**config.mk**
```make
export PLATFORM = sky130hd
export DESIGN_NAME = pump_soft_start_ramp_top
export DESIGN_NICKNAME = d
export VERILOG_FILES = /design/src/rtl/core/pss_pkg.sv /design/src/rtl/core/pss_core.sv /design/src/rtl/core/pump_soft_start_ramp_top.sv
export SDC_FILE = /design/constraint.sdc
export NUM_CORES = 1
export LEC_CHECK = 0
export BUFFER_PORTS_ARGS = -buffer_cell sky130_fd_sc_hd__buf_2
export CORE_UTILIZATION = 45
export CTS_CLUSTER_SIZE = 16
export DETAILED_ROUTE_END_ITERATION = 10
export PLACE_DENSITY = 0.75
export SKIP_LAST_GASP = 1
export SYNTH_ARGS = -nofsm -noshare
export SYNTH_HDL_FRONTEND = slang
export SYNTH_SLANG_ARGS = --single-unit
```
**constraint.sdc**
```tcl
create_clock -name i_clk -period 32.9 [get_ports i_clk]
set_input_delay 9.87 -clock i_clk [delete_from_list [all_inputs] [get_ports i_clk]]
set_output_delay 9.87 -clock i_clk [all_outputs]
set_load 0.05 [all_outputs]
```
**src/rtl/core/pss_pkg.sv**
```systemverilog
// pss_pkg: shared types, constants and the percent-to-pwm table for the pump soft-start ramp
// no dependencies; used by pss_core and pump_soft_start_ramp_top

package pss_pkg;

    // default ramp shape in 50 ms ticks
    localparam int UpStepsDef    = 60;
    localparam int HoldTicksDef  = 20;
    localparam int DownStepsDef  = 20;

    localparam int MidPercent    = 50;
    localparam int MaxPercent    = 100;
    localparam int PumpMinReset  = 0;
    localparam int PumpMaxReset  = 100;

    localparam int PctW          = 7;
    localparam int PwmW          = 8;
    localparam int StepW         = 7;
    localparam int TargetW       = 6;
    localparam int ReqW          = 8;

    typedef enum logic [1:0] {
        PH_IDLE = 2'd0,
        PH_UP   = 2'd1,
        PH_HOLD = 2'd2,
        PH_DOWN = 2'd3
    } t_phase;

    typedef enum logic {
        FUNC_SET  = 1'b0,
        FUNC_TICK = 1'b1
    } t_func;

    typedef enum logic {
        REG_PUMP_MIN = 1'b0,
        REG_PUMP_MAX = 1'b1
    } t_reg_idx;

    typedef struct packed {
        t_func               func;
        logic [ReqW-1:0]     target_percent;
        logic                manual_mode;
        logic                force_mode;
        logic                emergency_mode;
    } t_item;

    typedef struct packed {
        logic [PwmW-1:0] pwm_level;
        logic            ramp_busy;
    } t_result;

    typedef struct packed {
        logic [PctW-1:0] pump_min_percent;
        logic [PctW-1:0] pump_max_percent;
    } t_cfg;

    // floor(p * 255 / 100) for p = 0..100
    localparam logic [PwmW-1:0] PctToPwm [0:MaxPercent] = '{
        8'd0,   8'd2,   8'd5,   8'd7,   8'd10,  8'd12,  8'd15,  8'd17,  8'd20,  8'd22,
        8'd25,  8'd28,  8'd30,  8'd33,  8'd35,  8'd38,  8'd40,  8'd43,  8'd45,  8'd48,
        8'd51,  8'd53,  8'd56,  8'd58,  8'd61,  8'd63,  8'd66,  8'd68,  8'd71,  8'd73,
        8'd76,  8'd79,  8'd81,  8'd84,  8'd86,  8'd89,  8'd91,  8'd94,  8'd96,  8'd99,
        8'd102, 8'd104, 8'd107, 8'd109, 8'd112, 8'd114, 8'd117, 8'd119, 8'd122, 8'd124,
        8'd127, 8'd130, 8'd132, 8'd135, 8'd137, 8'd140, 8'd142, 8'd145, 8'd147, 8'd150,
        8'd153, 8'd155, 8'd158, 8'd160, 8'd163, 8'd165, 8'd168, 8'd170, 8'd173, 8'd175,
        8'd178, 8'd181, 8'd183, 8'd186, 8'd188, 8'd191, 8'd193, 8'd196, 8'd198, 8'd201,
        8'd204, 8'd206, 8'd209, 8'd211, 8'd214, 8'd216, 8'd219, 8'd221, 8'd224, 8'd226,
        8'd229, 8'd232, 8'd234, 8'd237, 8'd239, 8'd242, 8'd244, 8'd247, 8'd249, 8'd252,
        8'd255
    };

    function automatic logic [PwmW-1:0] pct_to_pwm(input logic [PctW-1:0] pct);
        logic [PctW-1:0] lim;
        lim = (pct > PctW'(MaxPercent)) ? PctW'(MaxPercent) : pct;
        return PctToPwm[lim];
    endfunction

endpackage

```
**src/rtl/core/pss_core.sv**
```systemverilog
// pss_core: ramp state and single-pass next-level logic for the pump soft-start ramp
// depends on pss_pkg (types, percent-to-pwm table)

module pss_core #(
    parameter int UP_STEPS   = pss_pkg::UpStepsDef,
    parameter int HOLD_TICKS = pss_pkg::HoldTicksDef,
    parameter int DOWN_STEPS = pss_pkg::DownStepsDef
) (
    input  logic             i_clk,
    input  logic             i_rst_n,
    input  logic             i_en,
    input  pss_pkg::t_item   i_item,
    input  pss_pkg::t_cfg    i_cfg,
    output pss_pkg::t_result o_result
);

    localparam int MaxSteps   = (UP_STEPS > DOWN_STEPS) ? UP_STEPS : DOWN_STEPS;
    localparam int AccW       = $clog2(MaxSteps * pss_pkg::MidPercent + 1);
    // 2^21 > 50 * 127^2, so the reciprocal quotient is exact for every step
    localparam int RecipShift = 21;
    localparam int RecipW     = RecipShift + 1;
    localparam int ProdW      = AccW + RecipW;
    localparam int QW         = 6;
    localparam logic [RecipW-1:0] RecipUp =
        RecipW'(((1 << RecipShift) + UP_STEPS - 1) / UP_STEPS);
    localparam logic [RecipW-1:0] RecipDown =
        RecipW'(((1 << RecipShift) + DOWN_STEPS - 1) / DOWN_STEPS);
    localparam int PctW  = pss_pkg::PctW;
    localparam int StepW = pss_pkg::StepW;
    localparam logic [PctW-1:0] Mid = PctW'(pss_pkg::MidPercent);

    logic [pss_pkg::PwmW-1:0]    r_pwm,    n_pwm;
    pss_pkg::t_phase             r_phase,  n_phase;
    logic [StepW-1:0]            r_step,   n_step;
    logic [PctW-1:0]             r_start,  n_start;
    logic [pss_pkg::TargetW-1:0] r_target, n_target;
    logic [AccW-1:0]             r_acc,    n_acc;

    logic                    up_rising;
    logic [QW-1:0]           up_mag;
    logic [QW-1:0]           down_mag;
    logic [StepW-1:0]        step_inc;
    logic [AccW-1:0]         acc_sum;
    logic [RecipW-1:0]       recip;
    logic [ProdW-1:0]        prod;
    logic [QW-1:0]           quot;
    logic [PctW-1:0]         up_pct;
    logic [PctW-1:0]         down_pct;
    logic                    auto_mode;
    logic                    soft_start;
    logic [pss_pkg::ReqW-1:0] lvl;
    logic [14:0]             pwm_x100;
    logic [14:0]             div_sum;
    logic [PctW-1:0]         cur_pct;
    logic [PctW-1:0]         pct_sel;
    logic                    use_lut;

    // interpolation: acc holds step * |delta|, quotient by reciprocal
    always_comb begin
        up_rising = (r_start <= Mid);
        up_mag    = up_rising ? QW'(Mid - r_start) : QW'(r_start - Mid);
        down_mag  = QW'(Mid - PctW'(r_target));
        step_inc  = r_step + StepW'(1);
        acc_sum   = r_acc + ((r_phase == pss_pkg::PH_UP) ? AccW'(up_mag) : AccW'(down_mag));
        recip     = (r_phase == pss_pkg::PH_UP) ? RecipUp : RecipDown;
        prod      = ProdW'(acc_sum) * ProdW'(recip);
        quot      = prod[RecipShift +: QW];
        up_pct    = up_rising ? (r_start + PctW'(quot)) : (r_start - PctW'(quot));
        down_pct  = Mid - PctW'(quot);
    end

    // set command: clamp path and current percent (pwm * 100 / 255)
    always_comb begin
        auto_mode  = !i_item.manual_mode && !i_item.force_mode && !i_item.emergency_mode;
        soft_start = !i_item.manual_mode && (i_item.target_percent != '0) &&
                     (i_item.target_percent < pss_pkg::ReqW'(pss_pkg::MidPercent));
        lvl = i_item.target_percent;
        if (auto_mode) begin
            if ((lvl != '0) && (lvl < pss_pkg::ReqW'(i_cfg.pump_min_percent))) begin
                lvl = pss_pkg::ReqW'(i_cfg.pump_min_percent);
            end
            if (lvl > pss_pkg::ReqW'(i_cfg.pump_max_percent)) begin
                lvl = pss_pkg::ReqW'(i_cfg.pump_max_percent);
            end
        end
        if (lvl > pss_pkg::ReqW'(pss_pkg::MaxPercent)) begin
            lvl = pss_pkg::ReqW'(pss_pkg::MaxPercent);
        end
        pwm_x100 = 15'(r_pwm) * 15'd100;
        div_sum  = pwm_x100 + 15'd1 + (pwm_x100 >> 8);
        cur_pct  = div_sum[14:8];
    end

    always_comb begin
        n_pwm    = r_pwm;
        n_phase  = r_phase;
        n_step   = r_step;
        n_start  = r_start;
        n_target = r_target;
        n_acc    = r_acc;
        pct_sel  = lvl[PctW-1:0];
        use_lut  = 1'b0;
        if (i_item.func == pss_pkg::FUNC_SET) begin
            n_phase = pss_pkg::PH_IDLE;
            n_step  = '0;
            n_acc   = '0;
            use_lut = 1'b1;
            if (soft_start) begin
                n_start  = cur_pct;
                n_target = i_item.target_percent[pss_pkg::TargetW-1:0];
                n_phase  = pss_pkg::PH_UP;
                pct_sel  = cur_pct;
            end
        end else begin
            unique case (r_phase)
                pss_pkg::PH_UP: begin
                    n_step  = step_inc;
                    n_acc   = acc_sum;
                    pct_sel = up_pct;
                    use_lut = 1'b1;
                    if (step_inc >= StepW'(UP_STEPS)) begin
                        n_step  = '0;
                        n_acc   = '0;
                        n_phase = (HOLD_TICKS == 0) ? pss_pkg::PH_DOWN : pss_pkg::PH_HOLD;
                    end
                end
                pss_pkg::PH_HOLD: begin
                    n_step = step_inc;
                    if (step_inc >= StepW'(HOLD_TICKS)) begin
                        n_step  = '0;
                        n_phase = pss_pkg::PH_DOWN;
                        pct_sel = Mid;
                        use_lut = 1'b1;
                    end
                end
                pss_pkg::PH_DOWN: begin
                    n_step  = step_inc;
                    n_acc   = acc_sum;
                    pct_sel = down_pct;
                    use_lut = 1'b1;
                    if (step_inc >= StepW'(DOWN_STEPS)) begin
                        n_step  = '0;
                        n_acc   = '0;
                        n_phase = pss_pkg::PH_IDLE;
                    end
                end
                pss_pkg::PH_IDLE: begin
                    n_phase = pss_pkg::PH_IDLE;
                end
                default: begin
                    n_phase = pss_pkg::PH_IDLE;
                end
            endcase
        end
        if (use_lut) begin
            n_pwm = pss_pkg::pct_to_pwm(pct_sel);
        end
    end

    always_ff @(posedge i_clk) begin
        if (!i_rst_n) begin
            r_pwm    <= '0;
            r_phase  <= pss_pkg::PH_IDLE;
            r_step   <= '0;
            r_start  <= '0;
            r_target <= '0;
            r_acc    <= '0;
        end else if (i_en) begin
            r_pwm    <= n_pwm;
            r_phase  <= n_phase;
            r_step   <= n_step;
            r_start  <= n_start;
            r_target <= n_target;
            r_acc    <= n_acc;
        end
    end

    assign o_result.pwm_level = n_pwm;
    assign o_result.ramp_busy = (n_phase != pss_pkg::PH_IDLE);

endmodule

```
**src/rtl/core/pump_soft_start_ramp_top.sv**
```systemverilog
// pump_soft_start_ramp_top: stream wrapper, input and result registers, config registers
// depends on pss_pkg and pss_core
//
//  channel   direction  transfer when                      contents
//  s_axis    in         s_axis_tvalid & s_axis_tready      set command or 50 ms tick
//  m_axis    out        m_axis_tvalid & m_axis_tready      pwm level and ramp busy flag
//  apb       in         psel & penable & pwrite & pready   pump min / max percent
//
//  one item per cycle sustained while m_axis does not stall; a result passes through the input register,
//  then the ramp update into the result register
//  the ramp state updates in the same cycle an item moves into the result register
//  reset clears both stages, the ramp state and the config registers
//  when m_axis stalls both stages fill, then s_axis_tready drops

module pump_soft_start_ramp_top #(
    parameter int UP_STEPS   = pss_pkg::UpStepsDef,
    parameter int HOLD_TICKS = pss_pkg::HoldTicksDef,
    parameter int DOWN_STEPS = pss_pkg::DownStepsDef
) (
    input  logic        i_clk,
    input  logic        i_rst_n,
    input  logic        s_axis_tvalid,
    output logic        s_axis_tready,
    input  logic [15:0] s_axis_tdata,   // [7:0] target_percent, [8] manual_mode,
                                        // [9] force_mode, [10] emergency_mode, [15:11] zero
    input  logic [0:0]  s_axis_tuser,   // [0] func
    output logic        m_axis_tvalid,
    input  logic        m_axis_tready,
    output logic [15:0] m_axis_tdata,   // [7:0] pwm_level, [8] ramp_busy, [15:9] zero
    input  logic        psel,
    input  logic        penable,
    input  logic        pwrite,
    input  logic [2:0]  paddr,
    input  logic [31:0] pwdata,
    output logic [31:0] prdata,
    output logic        pready
);

    logic                 r_in_valid;
    pss_pkg::t_item       r_in;
    logic                 r_out_valid;
    pss_pkg::t_result     r_out;
    pss_pkg::t_result     core_result;
    pss_pkg::t_cfg        r_cfg;
    pss_pkg::t_reg_idx    reg_idx;
    logic                 adv;
    logic                 in_xfer;
    logic                 cfg_wr;

    assign adv           = r_in_valid && (!r_out_valid || m_axis_tready);
    assign s_axis_tready = !r_in_valid || adv;
    assign in_xfer       = s_axis_tvalid && s_axis_tready;

    always_ff @(posedge i_clk) begin
        if (!i_rst_n) begin
            r_in_valid <= 1'b0;
        end else if (in_xfer) begin
            r_in_valid <= 1'b1;
        end else if (adv) begin
            r_in_valid <= 1'b0;
        end
    end

    always_ff @(posedge i_clk) begin
        if (in_xfer) begin
            r_in.func           <= pss_pkg::t_func'(s_axis_tuser[0]);
            r_in.target_percent <= s_axis_tdata[7:0];
            r_in.manual_mode    <= s_axis_tdata[8];
            r_in.force_mode     <= s_axis_tdata[9];
            r_in.emergency_mode <= s_axis_tdata[10];
        end
    end

    pss_core #(
        .UP_STEPS   (UP_STEPS),
        .HOLD_TICKS (HOLD_TICKS),
        .DOWN_STEPS (DOWN_STEPS)
    ) u_core (
        .i_clk    (i_clk),
        .i_rst_n  (i_rst_n),
        .i_en     (adv),
        .i_item   (r_in),
        .i_cfg    (r_cfg),
        .o_result (core_result)
    );

    always_ff @(posedge i_clk) begin
        if (!i_rst_n) begin
            r_out_valid <= 1'b0;
        end else if (adv) begin
            r_out_valid <= 1'b1;
        end else if (m_axis_tready) begin
            r_out_valid <= 1'b0;
        end
    end

    always_ff @(posedge i_clk) begin
        if (adv) begin
            r_out <= core_result;
        end
    end

    assign m_axis_tvalid = r_out_valid;
    assign m_axis_tdata  = {7'd0, r_out.ramp_busy, r_out.pwm_level};

    // config port
    assign pready  = 1'b1;
    assign reg_idx = pss_pkg::t_reg_idx'(paddr[2]);
    assign cfg_wr  = psel && penable && pwrite && pready;

    always_ff @(posedge i_clk) begin
        if (!i_rst_n) begin
            r_cfg.pump_min_percent <= pss_pkg::PctW'(pss_pkg::PumpMinReset);
            r_cfg.pump_max_percent <= pss_pkg::PctW'(pss_pkg::PumpMaxReset);
        end else if (cfg_wr) begin
            unique case (reg_idx)
                pss_pkg::REG_PUMP_MIN: r_cfg.pump_min_percent <= pwdata[6:0];
                pss_pkg::REG_PUMP_MAX: r_cfg.pump_max_percent <= pwdata[6:0];
                default: ;
            endcase
        end
    end

    always_comb begin
        unique case (reg_idx)
            pss_pkg::REG_PUMP_MIN: prdata = {25'd0, r_cfg.pump_min_percent};
            pss_pkg::REG_PUMP_MAX: prdata = {25'd0, r_cfg.pump_max_percent};
            default:               prdata = '0;
        endcase
    end

endmodule

```
==> results.md <==
- Status: completed
- WL per Instance: 15.9 µm
- Diodes inserted: 0
- Placed instance area: 11400 µm²
- Netlist cell types: 85
- Synthesized cell area: 11000 µm²
- DRC viols: 0
- Max Clock Freq: 48.8 MHz
- Count leader, synth: inv_1
- FF-to-FF End: m_axis_tdata[0]
- DR pass1 iterations: 7
- Crit path top cell by count: buf_2
- Routed Wire Length: 27300 µm
- Placed cells: 1702
- Most frequently used flop master after synthesis: dfxtp_1
- Fin Setup TNS: 0 ps
- FF-to-FF setup slack: 18520 ps
- Synth top area cells: ha_1, dfxtp_1, fa_1
- GR Util met1: 29.8%
- Initial DRC count: 881
- Cell Chain, Critical Path: buf_2, mux2_2, buf_2
- Fin area: 11700 µm²
- Synth warnings: 0
- H-tree Lvls: 3
- # port buffers: 44
- Most used routing layer: met2
- CTS Buffer Depth: 2
- Reg2reg start: u_core.r_start[1]
- FF+latch area: 1790 µm²
- Critical Path End Type: output port
- Post-synth ARST share: 0%
- Hold Buf Count CTS: 0
- EDFF count, synth: 21
- Final net count: 1661
- Initial core utilization: 46.4%
- First-pass GRT wire length: 45500 µm
- Worst-path clk slew: 60 ps
- Setup Skew: 12.5 ps
- LEAKAGE: 5.39 nW
- Worst Path Required: 23030 ps
- Ratio of cells with drive above 1 in the final layout: 7.15%
- Hold Crit Depth: 2
- CP max stage delay: 350 ps
- All-Layer GR Usage: 22.5%
- Vias in the first global route: 9282
- Yosys top cell by area: ha_1
- Fin crit share: 62.3%
- Root buffer cell: clkbuf_16
- Hold Path Class: register to register
- Resize count post-CTS: 0
- Post-CTS setup buffer count: 0
- Slowest CP cell: mux2_2
- Area of the multi-input gates: 8300 µm²
- Congestion Overflow GR: 0
- Crit Path Category: input port to output port
- IO Pins: 110
- Vert. Die Dim: 159 µm
- Hold path endpoint: u_core.r_target[1]
- Worst vdd ir: 27.8 µV
- Slew headroom: 31.1%
- Slew Viols, Final: 0
- Finish-stage setup viols: 0
- Synth cell count leaders: inv_1, ha_1, nand2_1, nor2_1
- Overall power: 441 µW
- Met3 Use GR: 2.45%
- RSZ-0062 raised after global routing: no
- Clock latency on the worst-skew pair: 350 ps
- Core region area: 23800 µm²
- Pwr dens: 37.7 nW/µm²
- Vias per inst: 5.74
- Horiz. Die Dim: 159 µm
- Fill count: 2256
- Buf/Inv on CP: 2
- Seq/Total Area, Yosys: 16.3%
- HP Start: u_core.r_target[1]
- Global routing met2 resource utilization: 37.6%
- Final-report hold violation count: 0
- CP Launch Type: input port
- R2R cell count: 56
- Gate Count Post-Synth: 1372
- Final cell count without fillers: 1718
- DIE AREA: 25100 µm²
- Worst-margin pin slew: 1030 ps
- Placer Congestion: 0.973
- Initial antenna violation count: 0
- CP arrival: 10640 ps
- Avg Cell Area, Syn: 8.04 µm²
- Max_cap viols: 0
- Antenna violation net count after detailed routing: 0
- CTS tree: done
- Sink Count: 79
- Min cycle time layout: 20510 ps
- Worst-path maximum fanout: 16
- Post-DP HPWL: 21800 µm
- Pin count of the biggest net entering global routing: 61
- Final core occ: 49.2%
- Post-synth top area share: 17.0%
- Site row count: 56
- Routed via count: 9866
- Area grow syn2layout: 6.11%
- Flops & latches, synth: 79
- Family with the most delay on the worst path: buffers and inverters
- CTS buffer count: 9
==> placed cells by master, fill, tap and decap left out, drive strengths merged, types with 12 or more instances in the layout <==
cell / instances
ha: 150
edfxtp: 21
o21a: 12
o211ai: 30
nand3: 31
nor3: 23
inv: 177
a21oi: 76
a21o: 13
nand4: 12
xnor2: 23
or3: 13
and2: 24
xor2: 20
o21ai: 86
nor2b: 25
mux2i: 19
fa: 58
dfxtp: 58
nor2: 94
conb: 39
a21boi: 20
nand2: 123
buf: 50
a211oi: 19
==> cells by family after synthesis <==
kind of cell	share of synthesized area, %
AND/OR/NAND/NOR	17.3
AO/OA/AOI/OAI	23.3
buffers and inverters	9.70
adder cells (fa/ha/maj)	27.6
flip-flops	16.3
XOR/XNOR	3.48
multiplexers	2.34
other	0.0681
==> worst max-delay path by stage <==
stage / from / end / depth (start not counted)
floorplan: paddr[2] / prdata[1] / 2
global placement: paddr[2] / prdata[0] / 3
detailed placement: paddr[2] / prdata[0] / 3
CTS: paddr[2] / prdata[0] / 3
global route: paddr[2] / prdata[0] / 3
finish: paddr[2] / prdata[0] / 3
==> report_power, final <==
group / switching (mW) / leakage (nW) / internal (mW)
clock: 0.0450 / 0.143 / 0.0528
sequential: 0.00381 / 0.672 / 0.104
combinational: 0.150 / 4.57 / 0.0857
==> area by class of cell <==
| class | count | area share (%) |
|---|---|---|
| Multi-Input combinational cell | 1080 | 71.0 |
| Clock buffer | 9 | 1.93 |
| Timing Repair Buffer | 50 | 2.27 |
| Tap cell | 319 | 3.41 |
| Inverter | 174 | 5.58 |
| Sequential cell | 79 | 15.3 |
| Clock inverter | 7 | 0.524 |
==> sequential cells by signal (all words and copies together), names as in the netlist <==
| signal | count |
|---|---|
| r_in | 12 |
| m_axis_tvalid | 1 |
| u_core.r_pwm | 8 |
| u_core.r_step | 7 |
| r_cfg | 14 |
| u_core.r_start | 7 |
| u_core.r_phase | 2 |
| u_core.r_target | 6 |
| m_axis_tdata | 9 |
| u_core.r_acc | 12 |
| r_in_valid | 1 |
==> worst register-to-register path, delay by kind of cell (launching register included) <==
| kind | cells | cell delay [ps] |
|---|---|---|
| fa+ha+maj | 11 | 4690 |
| compound gates | 20 | 4150 |
| simple gates | 10 | 2320 |
| buf+inv | 10 | 1190 |
| xor+xnor | 3 | 960 |
| mux | 2 | 550 |
| flops | 1 | 390 |
==> stage by stage <==
step	hold WS [ps]	setup WS [ps]
final	489	12390
after global routing	525	12340
after CTS	495	12390
after detailed placement	487	12390
after global placement	474	12390
after floorplan	455	11890
==> per-layer routing <==
layer / vias up / wire [µm] / part of all wire [%]
met2: 360 / 12600 / 46
met5: - / 0 / 0
met3: 68 / 1490 / 5.5
li1: 4825 / - / -
met4: 0 / 769 / 2.8
met1: 4613 / 12500 / 46
(Power assumes the default switching activity.)
